[src/rtl/wfa_pkg.sv]
// wfa_pkg: shared constants, types and datapath command codes for the
// worst-fit extent allocator. No dependencies.
`timescale 1ns / 1ps
package wfa_pkg;

	localparam int MAX_EXTENTS  = 64;
	localparam int IDX_W        = $clog2(MAX_EXTENTS);
	localparam int CNT_W        = $clog2(MAX_EXTENTS + 1);
	localparam int HEAP_UNITS   = 65536;
	localparam int ADDR_W       = 16;
	localparam int SIZE_W       = 17;
	localparam int REQ_W        = 20;
	localparam int UNIT_BYTES   = 16;
	localparam int UNIT_SHIFT   = $clog2(UNIT_BYTES);
	localparam int GROW_DEFAULT = 1024;
	localparam int CFG_W        = 17;
	localparam int CFG_IDX_W    = 1;
	localparam int ST_W         = 2;
	localparam int ENT_W        = ADDR_W + SIZE_W;

	localparam logic [ST_W-1:0] STATUS_OK   = 2'd0;
	localparam logic [ST_W-1:0] STATUS_OOM  = 2'd1;
	localparam logic [ST_W-1:0] STATUS_FULL = 2'd2;

	localparam logic [CFG_IDX_W-1:0] CFG_HEAP_LIMIT = 1'b0;
	localparam logic [CFG_IDX_W-1:0] CFG_GROW_MIN   = 1'b1;

	localparam int CMD_W = 5;
	localparam logic [CMD_W-1:0] CMD_NOP         = 5'd0;
	localparam logic [CMD_W-1:0] CMD_ACCEPT      = 5'd1;
	localparam logic [CMD_W-1:0] CMD_RES_OK      = 5'd2;
	localparam logic [CMD_W-1:0] CMD_ISTART      = 5'd3;
	localparam logic [CMD_W-1:0] CMD_WSTART      = 5'd4;
	localparam logic [CMD_W-1:0] CMD_WSCAN       = 5'd5;
	localparam logic [CMD_W-1:0] CMD_ISCAN       = 5'd6;
	localparam logic [CMD_W-1:0] CMD_SHIFT       = 5'd7;
	localparam logic [CMD_W-1:0] CMD_TAKE_EXACT  = 5'd8;
	localparam logic [CMD_W-1:0] CMD_TAKE_CUT    = 5'd9;
	localparam logic [CMD_W-1:0] CMD_OOM         = 5'd10;
	localparam logic [CMD_W-1:0] CMD_GSTART      = 5'd11;
	localparam logic [CMD_W-1:0] CMD_MERGE_BOTH  = 5'd12;
	localparam logic [CMD_W-1:0] CMD_MERGE_PREV  = 5'd13;
	localparam logic [CMD_W-1:0] CMD_MERGE_NEXT  = 5'd14;
	localparam logic [CMD_W-1:0] CMD_FULL        = 5'd15;
	localparam logic [CMD_W-1:0] CMD_UP_START    = 5'd16;
	localparam logic [CMD_W-1:0] CMD_UP_FIN      = 5'd17;
	localparam logic [CMD_W-1:0] CMD_RM_FIN      = 5'd18;
	localparam logic [CMD_W-1:0] CMD_GROW_COMMIT = 5'd19;
	localparam logic [CMD_W-1:0] CMD_PUBLISH     = 5'd20;

	typedef struct packed {
		logic [ADDR_W-1:0] start;
		logic [SIZE_W-1:0] size;
	} ent_t;

	typedef struct packed {
		logic [CMD_W-1:0] code;
	} dp_cmd_t;

	typedef struct packed {
		logic op_free;
		logic free_ok;
		logic scan_done;
		logic ins_done;
		logic found;
		logic exact;
		logic grow_fail;
		logic ovl;
		logic mp;
		logic mn;
		logic full;
		logic out_free;
	} dp_stat_t;

endpackage

[src/rtl/wfa_ram.sv]
// wfa_ram: generic single-write, single-read RAM with registered read data.
// No dependencies.
`timescale 1ns / 1ps
module wfa_ram #(
	parameter int WIDTH = 8,
	parameter int DEPTH = 16
) (
	input  logic                     clk,
	input  logic                     we,
	input  logic [$clog2(DEPTH)-1:0] waddr,
	input  logic [WIDTH-1:0]         wdata,
	input  logic [$clog2(DEPTH)-1:0] raddr,
	output logic [WIDTH-1:0]         rdata
);

	logic [WIDTH-1:0] mem_q [DEPTH];

	always_ff @(posedge clk) begin
		if (we) begin
			mem_q[waddr] <= wdata;
		end
		rdata <= mem_q[raddr];
	end

endmodule

[src/rtl/wfa_ctrl.sv]
// wfa_ctrl: sequencing state machine of the allocator; issues one datapath
// command per cycle. Depends on wfa_pkg.
`timescale 1ns / 1ps
module wfa_ctrl (
	input  logic              clk,
	input  logic              arst_n,
	input  logic              in_valid,
	output logic              in_stall,
	output wfa_pkg::dp_cmd_t  cmd,
	input  wfa_pkg::dp_stat_t stat
);

	localparam logic [3:0] S_IDLE     = 4'd0;
	localparam logic [3:0] S_DECODE   = 4'd1;
	localparam logic [3:0] S_WSCAN    = 4'd2;
	localparam logic [3:0] S_WDEC     = 4'd3;
	localparam logic [3:0] S_ISCAN    = 4'd4;
	localparam logic [3:0] S_IDEC     = 4'd5;
	localparam logic [3:0] S_SHIFT_DN = 4'd6;
	localparam logic [3:0] S_RMFIN    = 4'd7;
	localparam logic [3:0] S_SHIFT_UP = 4'd8;
	localparam logic [3:0] S_UPFIN    = 4'd9;
	localparam logic [3:0] S_IFIN     = 4'd10;
	localparam logic [3:0] S_OUT      = 4'd11;

	logic [3:0] state_q, state_d;
	logic       take_q, take_d;

	always_comb begin
		state_d  = state_q;
		take_d   = take_q;
		cmd.code = wfa_pkg::CMD_NOP;
		case (state_q)
			S_IDLE: begin
				if (in_valid) begin
					cmd.code = wfa_pkg::CMD_ACCEPT;
					state_d  = S_DECODE;
				end
			end
			S_DECODE: begin
				if (stat.op_free) begin
					if (stat.free_ok) begin
						cmd.code = wfa_pkg::CMD_ISTART;
						state_d  = S_ISCAN;
					end else begin
						cmd.code = wfa_pkg::CMD_RES_OK;
						state_d  = S_OUT;
					end
				end else begin
					cmd.code = wfa_pkg::CMD_WSTART;
					state_d  = S_WSCAN;
				end
			end
			S_WSCAN: begin
				cmd.code = wfa_pkg::CMD_WSCAN;
				if (stat.scan_done) state_d = S_WDEC;
			end
			S_WDEC: begin
				if (stat.found) begin
					if (stat.exact) begin
						cmd.code = wfa_pkg::CMD_TAKE_EXACT;
						take_d   = 1'b1;
						state_d  = S_SHIFT_DN;
					end else begin
						cmd.code = wfa_pkg::CMD_TAKE_CUT;
						state_d  = S_OUT;
					end
				end else if (stat.grow_fail) begin
					cmd.code = wfa_pkg::CMD_OOM;
					state_d  = S_OUT;
				end else begin
					cmd.code = wfa_pkg::CMD_GSTART;
					state_d  = S_ISCAN;
				end
			end
			S_ISCAN: begin
				cmd.code = wfa_pkg::CMD_ISCAN;
				if (stat.ins_done) state_d = S_IDEC;
			end
			S_IDEC: begin
				if (stat.ovl) begin
					state_d = S_IFIN;
				end else if (stat.mp && stat.mn) begin
					cmd.code = wfa_pkg::CMD_MERGE_BOTH;
					take_d   = 1'b0;
					state_d  = S_SHIFT_DN;
				end else if (stat.mp) begin
					cmd.code = wfa_pkg::CMD_MERGE_PREV;
					state_d  = S_IFIN;
				end else if (stat.mn) begin
					cmd.code = wfa_pkg::CMD_MERGE_NEXT;
					state_d  = S_IFIN;
				end else if (stat.full) begin
					cmd.code = wfa_pkg::CMD_FULL;
					state_d  = S_OUT;
				end else begin
					cmd.code = wfa_pkg::CMD_UP_START;
					state_d  = S_SHIFT_UP;
				end
			end
			S_SHIFT_DN: begin
				cmd.code = wfa_pkg::CMD_SHIFT;
				if (stat.scan_done) state_d = S_RMFIN;
			end
			S_RMFIN: begin
				cmd.code = wfa_pkg::CMD_RM_FIN;
				state_d  = take_q ? S_OUT : S_IFIN;
			end
			S_SHIFT_UP: begin
				cmd.code = wfa_pkg::CMD_SHIFT;
				if (stat.scan_done) state_d = S_UPFIN;
			end
			S_UPFIN: begin
				cmd.code = wfa_pkg::CMD_UP_FIN;
				state_d  = S_IFIN;
			end
			S_IFIN: begin
				if (stat.op_free) begin
					cmd.code = wfa_pkg::CMD_RES_OK;
					state_d  = S_OUT;
				end else begin
					cmd.code = wfa_pkg::CMD_GROW_COMMIT;
					state_d  = S_WSCAN;
				end
			end
			S_OUT: begin
				if (stat.out_free) begin
					cmd.code = wfa_pkg::CMD_PUBLISH;
					state_d  = S_IDLE;
				end
			end
			default: begin
				state_d = S_IDLE;
			end
		endcase
	end

	assign in_stall = (state_q != S_IDLE);

	always_ff @(posedge clk or negedge arst_n) begin
		if (!arst_n) begin
			state_q <= S_IDLE;
			take_q  <= 1'b0;
		end else begin
			state_q <= state_d;
			take_q  <= take_d;
		end
	end

	// a beat is taken only from idle
	a_accept_idle: assert property (@(posedge clk) disable iff (!arst_n)
		(cmd.code == wfa_pkg::CMD_ACCEPT) |-> (state_q == S_IDLE))
		else $error("accept outside idle");
	// after an accept the next cycle decodes
	a_decode_next: assert property (@(posedge clk) disable iff (!arst_n)
		(cmd.code == wfa_pkg::CMD_ACCEPT) |=> (state_q == S_DECODE))
		else $error("decode did not follow accept");
	// a result is published only when the output register can take it
	a_publish_free: assert property (@(posedge clk) disable iff (!arst_n)
		(cmd.code == wfa_pkg::CMD_PUBLISH) |-> stat.out_free)
		else $error("publish onto a held result");

endmodule

[src/rtl/wfa_dpath.sv]
// wfa_dpath: extent table RAM, scan/shift pipeline, heap registers and the
// result registers. Depends on wfa_pkg and wfa_ram.
`timescale 1ns / 1ps
module wfa_dpath (
	input  logic                                 clk,
	input  logic                                 arst_n,
	input  logic                                 cfg_we,
	input  logic [wfa_pkg::CFG_IDX_W-1:0]        cfg_index,
	input  logic [wfa_pkg::CFG_W-1:0]            cfg_data,
	input  logic                                 op,
	input  logic [wfa_pkg::REQ_W-1:0]            request_bytes,
	input  logic [wfa_pkg::ADDR_W-1:0]           free_address,
	input  logic [wfa_pkg::SIZE_W-1:0]           free_units,
	input  logic                                 out_stall,
	output logic                                 out_valid,
	output logic [wfa_pkg::ADDR_W-1:0]           payload_address,
	output logic [wfa_pkg::ST_W-1:0]             status,
	input  wfa_pkg::dp_cmd_t                     cmd,
	output wfa_pkg::dp_stat_t                    stat
);

	localparam int IW = wfa_pkg::IDX_W;
	localparam int CW = wfa_pkg::CNT_W;
	localparam int SW = wfa_pkg::SIZE_W;
	localparam int AW = wfa_pkg::ADDR_W;

	// control state
	logic [SW-1:0] lim_q, grow_q, top_q;
	logic [CW-1:0] cnt_q, rem_q;
	logic [IW-1:0] rover_q;
	logic          op_q, free_ok_q, found_q, pv_valid_q, nx_valid_q, stop_q;
	logic          shift_up_q, rv_s1, out_valid_q;

	// payload
	logic [SW-1:0] n_q, u_q, best_sz_q;
	logic [AW-1:0] h_q, best_start_q, res_pay_q, out_pay_q;
	logic [IW-1:0] best_idx_q, src_q, idx_s1;
	logic [CW-1:0] ins_i_q, tgt_q;
	wfa_pkg::ent_t pv_q, nx_q;
	logic [wfa_pkg::ST_W-1:0] res_st_q, out_st_q;

	// RAM port
	logic                     ram_we;
	logic [IW-1:0]            ram_waddr;
	wfa_pkg::ent_t            ram_wdata, rd_ent;
	logic [wfa_pkg::ENT_W-1:0] ram_rdata;

	wfa_ram #(
		.WIDTH(wfa_pkg::ENT_W),
		.DEPTH(wfa_pkg::MAX_EXTENTS)
	) u_ram (
		.clk  (clk),
		.we   (ram_we),
		.waddr(ram_waddr),
		.wdata(ram_wdata),
		.raddr(src_q),
		.rdata(ram_rdata)
	);

	assign rd_ent = wfa_pkg::ent_t'(ram_rdata);

	// derived values
	logic [wfa_pkg::REQ_W:0] rnd;
	logic [SW-1:0]           n_calc, lim_eff, nu;
	logic [SW:0]             free_end, pv_end, h_end;
	logic [IW-1:0]           scan_start, src_inc_wrap, i_idx, im1_idx;
	logic [CW-1:0]           cnt_dec;
	logic                    issue;

	assign rnd    = {1'b0, request_bytes} + (wfa_pkg::REQ_W + 1)'(wfa_pkg::UNIT_BYTES - 1);
	assign n_calc = SW'(rnd >> wfa_pkg::UNIT_SHIFT) + SW'(1);
	assign free_end = (SW + 1)'(free_address) - (SW + 1)'(1) + (SW + 1)'(free_units);
	assign lim_eff  = (lim_q > SW'(wfa_pkg::HEAP_UNITS)) ? SW'(wfa_pkg::HEAP_UNITS) : lim_q;
	assign nu       = (n_q < grow_q) ? grow_q : n_q;
	assign pv_end   = (SW + 1)'(pv_q.start) + (SW + 1)'(pv_q.size);
	assign h_end    = (SW + 1)'(h_q) + (SW + 1)'(u_q);
	assign scan_start   = ({1'b0, rover_q} < cnt_q) ? rover_q : '0;
	assign src_inc_wrap = (({1'b0, src_q} + CW'(1)) == cnt_q) ? '0 : src_q + IW'(1);
	assign i_idx    = ins_i_q[IW-1:0];
	assign im1_idx  = IW'(ins_i_q - CW'(1));
	assign cnt_dec  = cnt_q - CW'(1);

	// a read is issued only while a scan or shift has entries left
	assign issue = (rem_q != '0) &&
		((cmd.code == wfa_pkg::CMD_WSCAN) || (cmd.code == wfa_pkg::CMD_SHIFT) ||
		((cmd.code == wfa_pkg::CMD_ISCAN) && !stop_q));

	always_comb begin
		stat.op_free   = op_q;
		stat.free_ok   = free_ok_q;
		stat.scan_done = (rem_q == '0) && !rv_s1;
		stat.ins_done  = stop_q || ((rem_q == '0) && !rv_s1);
		stat.found     = found_q;
		stat.exact     = (best_sz_q == n_q);
		stat.grow_fail = (top_q > lim_eff) || (nu > (lim_eff - top_q));
		stat.ovl       = (pv_valid_q && (pv_end > (SW + 1)'(h_q))) ||
			(nx_valid_q && (h_end > (SW + 1)'(nx_q.start)));
		stat.mp        = pv_valid_q && (pv_end == (SW + 1)'(h_q));
		stat.mn        = nx_valid_q && (h_end == (SW + 1)'(nx_q.start));
		stat.full      = (cnt_q >= CW'(wfa_pkg::MAX_EXTENTS));
		stat.out_free  = !out_valid_q || !out_stall;
	end

	// table write port
	always_comb begin
		ram_we    = 1'b0;
		ram_waddr = i_idx;
		ram_wdata = '{start: h_q, size: u_q};
		case (cmd.code)
			wfa_pkg::CMD_TAKE_CUT: begin
				ram_we    = 1'b1;
				ram_waddr = best_idx_q;
				ram_wdata = '{start: best_start_q, size: best_sz_q - n_q};
			end
			wfa_pkg::CMD_MERGE_BOTH: begin
				ram_we    = 1'b1;
				ram_waddr = im1_idx;
				ram_wdata = '{start: pv_q.start, size: pv_q.size + u_q + nx_q.size};
			end
			wfa_pkg::CMD_MERGE_PREV: begin
				ram_we    = 1'b1;
				ram_waddr = im1_idx;
				ram_wdata = '{start: pv_q.start, size: pv_q.size + u_q};
			end
			wfa_pkg::CMD_MERGE_NEXT: begin
				ram_we    = 1'b1;
				ram_wdata = '{start: h_q, size: nx_q.size + u_q};
			end
			wfa_pkg::CMD_UP_FIN: begin
				ram_we = 1'b1;
			end
			wfa_pkg::CMD_SHIFT: begin
				ram_we    = rv_s1;
				ram_waddr = shift_up_q ? idx_s1 + IW'(1) : idx_s1 - IW'(1);
				ram_wdata = rd_ent;
			end
			default: begin
				ram_we = 1'b0;
			end
		endcase
	end

	// control registers
	always_ff @(posedge clk or negedge arst_n) begin
		if (!arst_n) begin
			lim_q       <= SW'(wfa_pkg::HEAP_UNITS);
			grow_q      <= SW'(wfa_pkg::GROW_DEFAULT);
			top_q       <= '0;
			cnt_q       <= '0;
			rover_q     <= '0;
			rem_q       <= '0;
			op_q        <= 1'b0;
			free_ok_q   <= 1'b0;
			found_q     <= 1'b0;
			pv_valid_q  <= 1'b0;
			nx_valid_q  <= 1'b0;
			stop_q      <= 1'b0;
			shift_up_q  <= 1'b0;
			rv_s1       <= 1'b0;
			out_valid_q <= 1'b0;
		end else begin
			if (cfg_we) begin
				if (cfg_index == wfa_pkg::CFG_HEAP_LIMIT) lim_q <= cfg_data;
				if (cfg_index == wfa_pkg::CFG_GROW_MIN)   grow_q <= cfg_data;
			end
			rv_s1 <= issue;
			if (issue) rem_q <= rem_q - CW'(1);
			if (out_valid_q && !out_stall) out_valid_q <= 1'b0;
			case (cmd.code)
				wfa_pkg::CMD_ACCEPT: begin
					op_q      <= op;
					free_ok_q <= (free_address != '0) && (free_units != '0) &&
						(free_end <= (SW + 1)'(top_q));
				end
				wfa_pkg::CMD_ISTART, wfa_pkg::CMD_GSTART: begin
					rem_q      <= cnt_q;
					stop_q     <= 1'b0;
					pv_valid_q <= 1'b0;
					nx_valid_q <= 1'b0;
				end
				wfa_pkg::CMD_WSTART: begin
					rem_q   <= cnt_q;
					found_q <= 1'b0;
				end
				wfa_pkg::CMD_GROW_COMMIT: begin
					top_q   <= top_q + u_q;
					rem_q   <= cnt_q;
					found_q <= 1'b0;
				end
				wfa_pkg::CMD_WSCAN: begin
					if (rv_s1 && (rd_ent.size >= n_q) &&
						(!found_q || (rd_ent.size > best_sz_q))) begin
						found_q <= 1'b1;
					end
				end
				wfa_pkg::CMD_ISCAN: begin
					if (rv_s1 && !stop_q) begin
						if (rd_ent.start <= h_q) begin
							pv_valid_q <= 1'b1;
						end else begin
							nx_valid_q <= 1'b1;
							stop_q     <= 1'b1;
						end
					end
				end
				wfa_pkg::CMD_TAKE_EXACT: begin
					rem_q      <= cnt_q - CW'(best_idx_q) - CW'(1);
					shift_up_q <= 1'b0;
				end
				wfa_pkg::CMD_TAKE_CUT: begin
					rover_q <= best_idx_q;
				end
				wfa_pkg::CMD_MERGE_BOTH: begin
					rem_q      <= cnt_q - ins_i_q - CW'(1);
					shift_up_q <= 1'b0;
				end
				wfa_pkg::CMD_MERGE_PREV: begin
					rover_q <= (ins_i_q < cnt_q) ? i_idx : '0;
				end
				wfa_pkg::CMD_MERGE_NEXT: begin
					rover_q <= i_idx;
				end
				wfa_pkg::CMD_UP_START: begin
					rem_q      <= cnt_q - ins_i_q;
					shift_up_q <= 1'b1;
				end
				wfa_pkg::CMD_UP_FIN: begin
					cnt_q   <= cnt_q + CW'(1);
					rover_q <= i_idx;
				end
				wfa_pkg::CMD_RM_FIN: begin
					cnt_q   <= cnt_dec;
					rover_q <= (tgt_q < cnt_dec) ? tgt_q[IW-1:0] : '0;
				end
				wfa_pkg::CMD_PUBLISH: begin
					out_valid_q <= 1'b1;
				end
				default: begin
				end
			endcase
		end
	end

	// payload registers
	always_ff @(posedge clk) begin
		if (issue) begin
			idx_s1 <= src_q;
		end
		case (cmd.code)
			wfa_pkg::CMD_ACCEPT: begin
				n_q <= n_calc;
				h_q <= free_address - AW'(1);
				u_q <= free_units;
			end
			wfa_pkg::CMD_RES_OK: begin
				res_pay_q <= '0;
				res_st_q  <= wfa_pkg::STATUS_OK;
			end
			wfa_pkg::CMD_OOM: begin
				res_pay_q <= '0;
				res_st_q  <= wfa_pkg::STATUS_OOM;
			end
			wfa_pkg::CMD_FULL: begin
				res_pay_q <= '0;
				res_st_q  <= wfa_pkg::STATUS_FULL;
			end
			wfa_pkg::CMD_ISTART: begin
				src_q   <= '0;
				ins_i_q <= '0;
			end
			wfa_pkg::CMD_GSTART: begin
				src_q   <= '0;
				ins_i_q <= '0;
				h_q     <= top_q[AW-1:0];
				u_q     <= nu;
			end
			wfa_pkg::CMD_WSTART, wfa_pkg::CMD_GROW_COMMIT: begin
				src_q <= scan_start;
			end
			wfa_pkg::CMD_WSCAN: begin
				if (issue) src_q <= src_inc_wrap;
				if (rv_s1 && (rd_ent.size >= n_q) &&
					(!found_q || (rd_ent.size > best_sz_q))) begin
					best_sz_q    <= rd_ent.size;
					best_start_q <= rd_ent.start;
					best_idx_q   <= idx_s1;
				end
			end
			wfa_pkg::CMD_ISCAN: begin
				if (issue) src_q <= src_q + IW'(1);
				if (rv_s1 && !stop_q) begin
					if (rd_ent.start <= h_q) begin
						pv_q    <= rd_ent;
						ins_i_q <= CW'(idx_s1) + CW'(1);
					end else begin
						nx_q <= rd_ent;
					end
				end
			end
			wfa_pkg::CMD_SHIFT: begin
				if (issue) src_q <= shift_up_q ? src_q - IW'(1) : src_q + IW'(1);
			end
			wfa_pkg::CMD_TAKE_EXACT: begin
				res_pay_q <= best_start_q + AW'(1);
				res_st_q  <= wfa_pkg::STATUS_OK;
				src_q     <= best_idx_q + IW'(1);
				tgt_q     <= CW'(best_idx_q);
			end
			wfa_pkg::CMD_TAKE_CUT: begin
				// tail cut: header sits at start + (size - n)
				res_pay_q <= AW'(SW'(best_start_q) + best_sz_q - n_q + SW'(1));
				res_st_q  <= wfa_pkg::STATUS_OK;
			end
			wfa_pkg::CMD_MERGE_BOTH: begin
				src_q <= i_idx + IW'(1);
				tgt_q <= ins_i_q;
			end
			wfa_pkg::CMD_UP_START: begin
				src_q <= IW'(cnt_q - CW'(1));
			end
			wfa_pkg::CMD_PUBLISH: begin
				out_pay_q <= res_pay_q;
				out_st_q  <= res_st_q;
			end
			default: begin
			end
		endcase
	end

	assign out_valid       = out_valid_q;
	assign payload_address = out_pay_q;
	assign status          = out_st_q;

	a_cnt_max: assert property (@(posedge clk) disable iff (!arst_n)
		cnt_q <= CW'(wfa_pkg::MAX_EXTENTS))
		else $error("extent count past table depth");
	a_rover_in_range: assert property (@(posedge clk) disable iff (!arst_n)
		(rover_q == '0) || ({1'b0, rover_q} < cnt_q))
		else $error("rover past extent count");
	a_top_max: assert property (@(posedge clk) disable iff (!arst_n)
		top_q <= SW'(wfa_pkg::HEAP_UNITS))
		else $error("heap top past heap size");
	a_cut_larger: assert property (@(posedge clk) disable iff (!arst_n)
		(cmd.code == wfa_pkg::CMD_TAKE_CUT) |-> (found_q && (best_sz_q > n_q)))
		else $error("tail cut from an extent that does not exceed the request");

endmodule

[src/rtl/worst_fit_extent_allocator_top.sv]
// Sequence: an alloc that fits runs a worst-fit scan over the free extents;
// an exact fit adds a down-shift of the table; a growth adds an address scan,
// an up- or down-shift where needed, and a rescan.
// A free runs an address scan and, where needed, an up- or down-shift of the table.
// Throughput: one beat at a time, set by the sweeps over the table RAM.
// Reset (arst_n low, asynchronous): table empty, rover 0, heap top 0,
// heap limit 65536 units, minimum growth 1024 units; RAM contents untouched.
`timescale 1ns / 1ps
module worst_fit_extent_allocator_top (
	input  logic                           clk,
	input  logic                           arst_n,
	// configuration write port
	input  logic                           cfg_we,
	input  logic [wfa_pkg::CFG_IDX_W-1:0]  cfg_index,
	input  logic [wfa_pkg::CFG_W-1:0]      cfg_data,
	// request beat
	input  logic                           in_valid,
	output logic                           in_stall,
	input  logic                           op,
	input  logic [wfa_pkg::REQ_W-1:0]      request_bytes,
	input  logic [wfa_pkg::ADDR_W-1:0]     free_address,
	input  logic [wfa_pkg::SIZE_W-1:0]     free_units,
	// result beat
	output logic                           out_valid,
	input  logic                           out_stall,
	output logic [wfa_pkg::ADDR_W-1:0]     payload_address,
	output logic [wfa_pkg::ST_W-1:0]       status
);

	// controller sequences scans/shifts; datapath owns table, heap and results
	wfa_pkg::dp_cmd_t  cmd;
	wfa_pkg::dp_stat_t stat;

	wfa_ctrl u_ctrl (
		.clk     (clk),
		.arst_n  (arst_n),
		.in_valid(in_valid),
		.in_stall(in_stall),
		.cmd     (cmd),
		.stat    (stat)
	);

	// the result register lets the next request start while a beat waits
	wfa_dpath u_dpath (
		.clk            (clk),
		.arst_n         (arst_n),
		.cfg_we         (cfg_we),
		.cfg_index      (cfg_index),
		.cfg_data       (cfg_data),
		.op             (op),
		.request_bytes  (request_bytes),
		.free_address   (free_address),
		.free_units     (free_units),
		.out_stall      (out_stall),
		.out_valid      (out_valid),
		.payload_address(payload_address),
		.status         (status),
		.cmd            (cmd),
		.stat           (stat)
	);

endmodule
[config.mk]
export PLATFORM = sky130hd
export DESIGN_NAME = worst_fit_extent_allocator_top
export DESIGN_NICKNAME = d
export VERILOG_FILES = /design/src/rtl/wfa_pkg.sv /design/src/rtl/wfa_ram.sv /design/src/rtl/wfa_ctrl.sv /design/src/rtl/wfa_dpath.sv /design/src/rtl/worst_fit_extent_allocator_top.sv
export SDC_FILE = /design/constraint.sdc
export NUM_CORES = 2
export LEC_CHECK = 0
export BUFFER_PORTS_ARGS = -buffer_cell sky130_fd_sc_hd__buf_2
export CORE_AREA = 2 2 466 468
export CTS_BUF_LIST = sky130_fd_sc_hd__clkbuf_4
export DETAILED_ROUTE_END_ITERATION = 8
export DIE_AREA = 0 0 468 470
export PLACE_DENSITY = 0.66
export SYNTH_ARGS = -nofsm -noshare
export SYNTH_HDL_FRONTEND = slang
export SYNTH_HIERARCHICAL = 1
export SYNTH_SLANG_ARGS = --single-unit
[constraint.sdc]
create_clock -name clk -period 11.1 [get_ports clk]
set_input_delay 0.555 -clock clk [delete_from_list [all_inputs] [get_ports clk]]
set_output_delay 0.555 -clock clk [all_outputs]
set_load 0.01 [all_outputs]
==> results.yml <==
sta:
  slew_headroom_pct: 13.1
  holdWs_ns: 0.148
  timing.final.crit_share_pct: 92.4
  finClkSkew_ns: 0.156
  drv_slew: 0
  min_period_ns: 10.26
  hold_viol: 0
  setup_tns_ns: 0
  fmax_mhz: 97.5
  rsz0062_at_grt: "no"
  tightest_slew_ns: 1.30
  setup_ws_ns: 0.843
  setup_viol: 0
synth:
  synth_cell_types: 97
  synth_seq_cells: 2446
  synth_area_um2: 107000
  ys_async_sr_fraction_pct: 3.43
  ys_seq_area_share_pct: 68.1
  syn-num-nets: 6798
  synth_area_per_cell_um2: 16.8
  synth_warnings: 6
  synthCells: 6374
  synth_edf_count: 2329
  synthFlopType: "edfxtp_1"
placement:
  gp_congestion: 0.969
  dp_hpwl_mm: 197
  portBuffers: 96
  dp_cells: 9205
  preCtsSetupSlack_ns: 0.894
final_layout:
  drive_gt1_share_pct: 25.5
  final_common_cell: "edfxtp_1"
  final_cell_mix: "edfxtp_1 (2329), clkbuf_4 (902), mux4_2 (484)"
  instances_no_fill: 10400
  nFillCells: 16900
  area_growth_pct: 13.0
  nets: 7560
global_routing:
  overflow: 0
  grt.total_usage_pct: 27.6
  grt_pass1_vias: 63900
  grt_max_degree: 116
  antenna_found_initial: 21
  grt_pass1_wl_mm: 440
worst_hold_path:
  hold_class: "input pin to flop"
detailed_routing:
  ant_nets: 0
  route.detailed.drc: 0
  drt-total-wl_mm: 306
  wl_per_cell_um: 29.3
  dr.pass1.iters: 7
  drt_iter0_markers: 7942
  routed_via_density: 6.22
  num_vias: 64800
pwr:
  ir_drop_v: 0.000245
  leakage_nw: 41.3
  total_power_mw: 37.0
  p_per_area_nw_per_um2: 306
clocking:
  clk_pin_slew_worst_paths_ns: 0.06
  htreeDepth: 6
  root_buffer: "clkbuf_4"
  cts_tree: "done"
  cts.sinks: 2446
  cts_buffers: 640
  clockBufferDepth: 4
  worstSkewPairLatency_ns: 1.44
floorplanning:
  fp.dieH_um: 470
  dieArea_um2: 220000
  num_rows: 171
  coreArea_um2: 216000
  initial_core_util_pct: 49.5
  num_io_pins: 97
  fp.dieW_um: 468
setup_path:
  crit_type: "flop to flop"
  worst_setup_path_end_kind: "flop"
  critPathArrivalTime_ns: 11.20
  cp-start-kind: "flop"
  path_max_fanout: 33
  cpPeakStageDelay_ns: 0.91
  required_ns: 12.04
  cpMaxStageDelayCell: "nor2_4"
status:
  status: "complete, no violations"
flow_run:
  maxCapViolCount: 0
[Yosys cell counts, types with 9 or more instances]
| master | instances | share of area, % |
|---|---|---|
| dfrtp_1 | 82 | 1.9 |
| nand3b_1 | 9 | 0.063 |
| nor4_1 | 26 | 0.15 |
| or2_2 | 17 | 0.10 |
| clkbuf_1 | 162 | 0.57 |
| o211ai_1 | 18 | 0.13 |
| a22oi_1 | 86 | 0.60 |
| xor2_1 | 68 | 0.56 |
| buf_2 | 71 | 0.33 |
| edfxtp_1 | 2329 | 65 |
| a221o_1 | 12 | 0.11 |
| nand2b_1 | 55 | 0.32 |
| a221oi_1 | 26 | 0.21 |
| a211oi_1 | 56 | 0.39 |
| nor2_1 | 272 | 0.96 |
| o21bai_1 | 13 | 0.091 |
| nor3_1 | 74 | 0.35 |
| buf_1 | 14 | 0.049 |
| nand2_1 | 332 | 1.2 |
| mux2i_1 | 129 | 1.2 |
| o21ai_0 | 152 | 0.71 |
| fa_1 | 26 | 0.49 |
| o31ai_1 | 10 | 0.070 |
| a21o_1 | 76 | 0.53 |
| a31oi_1 | 33 | 0.19 |
| nor2b_1 | 102 | 0.60 |
| o22ai_1 | 74 | 0.43 |
| o221ai_1 | 59 | 0.48 |
| a21oi_1 | 175 | 0.82 |
| buf_4 | 15 | 0.11 |
| mux2_2 | 60 | 0.63 |
| buf_6 | 21 | 0.22 |
| dfxtp_1 | 33 | 0.62 |
| and3_1 | 47 | 0.28 |
| ha_1 | 321 | 3.8 |
| nand3_1 | 135 | 0.63 |
| nand4_1 | 89 | 0.52 |
| mux4_2 | 484 | 10 |
| or3_1 | 19 | 0.11 |
| a222oi_1 | 17 | 0.16 |
| xnor2_1 | 144 | 1.2 |
| o21a_1 | 40 | 0.28 |
| inv_1 | 232 | 0.82 |
[final cells by class]
type	count	area, µm²	area share, %
clock inverter	154	871	0.721
sequential	2446	72700	60.2
timing repair buffer	405	3270	2.71
antenna	17	42.5	0.0352
clock buffer	902	6770	5.61
inverter	233	875	0.724
multi-input combinational	3410	32600	27.0
tap	2854	3570	2.96
[flip-flops by register name, indices dropped and copies added (netlist names), 33 cells and up]
signal               count
u_dpath/nx_q            33
u_dpath/u_ram/mem_q   2112
u_dpath/pv_q            33
u_dpath/u_ram/rdata     33
[repair_timing]
item                                   4_1_cts  5_1_grt
endpoints found under the hold margin      174        0
gates resized for setup                      0        2
hold buffers                               132        0
setup endpoints to repair                    0       96
setup buffers                                0       10
[kinds of logic (layout without fill, tap and decap cells)]
group,after synthesis,count (layout),share of synthesized area [%]
flip-flops,2446,2446,68.1
AND/OR/NAND/NOR,1224,1225,5.62
AO/OA/AOI/OAI,944,944,6.06
multiplexers,682,682,12.2
buffers and inverters,519,1694,2.13
adder cells (fa/ha/maj),347,347,4.25
XOR/XNOR,212,212,1.74
other,0,17,0
[routing by layer]
| layer | up-vias | global-route usage [%] | wire, µm | part of all wire (%) |
|---|---|---|---|---|
| li1 | 27500 | - | - | - |
| met4 | 6 | 11.0 | 11700 | 3.8 |
| met1 | 33100 | 39.2 | 123000 | 40 |
| met2 | 3594 | 41.6 | 141000 | 46 |
| met5 | - | 0 | 48 | 0.016 |
| met3 | 559 | 6.25 | 30500 | 10 |
[per-stage QoR]
| step | area (µm²) | utilization [%] |
|---|---|---|
| after CTS | 121000 | 55.9 |
| final | 121000 | 56.0 |
| after floorplan | 107000 | - |
| after detailed placement | 112000 | 51.8 |
| after global placement | 112000 | 51.8 |
| after global routing | 121000 | 56.0 |
[final timing paths]
path,from,endpoint,slack (ns),cells after the start
max in group asynchronous,arst_n,u_dpath/pv_valid_q,10.04,4
worst max register to register,u_dpath/lim_q[11],u_dpath/u_ram/mem_q[24][1],0.84,33
worst min-delay path,request_bytes[12],u_dpath/n_q[8],0.15,3
worst max-delay path,u_dpath/lim_q[11],u_dpath/u_ram/mem_q[24][1],0.84,33
min in group asynchronous,arst_n,u_dpath/lim_q[8],0.29,4
worst min register to register,u_dpath/res_pay_q[10],u_dpath/payload_address[10],0.38,0
[critical path: cells and delay by family (launching register included)]
family,cells,cell delay [ns]
flops,1,0.40
compound gates,16,3.88
simple gates,13,4.33
buf+inv,2,0.56
fa+ha+maj,2,0.59
[report_power, final]
| group | leakage (nW) | switching, mW | internal (mW) |
|---|---|---|---|
| combinational | 14.5 | 10.6 | 4.78 |
| sequential | 22.3 | 0.658 | 13.4 |
| clock | 4.58 | 3.62 | 3.91 |
| total | 41.3 | 14.9 | 22.1 |
(Power assumes the default switching activity.)
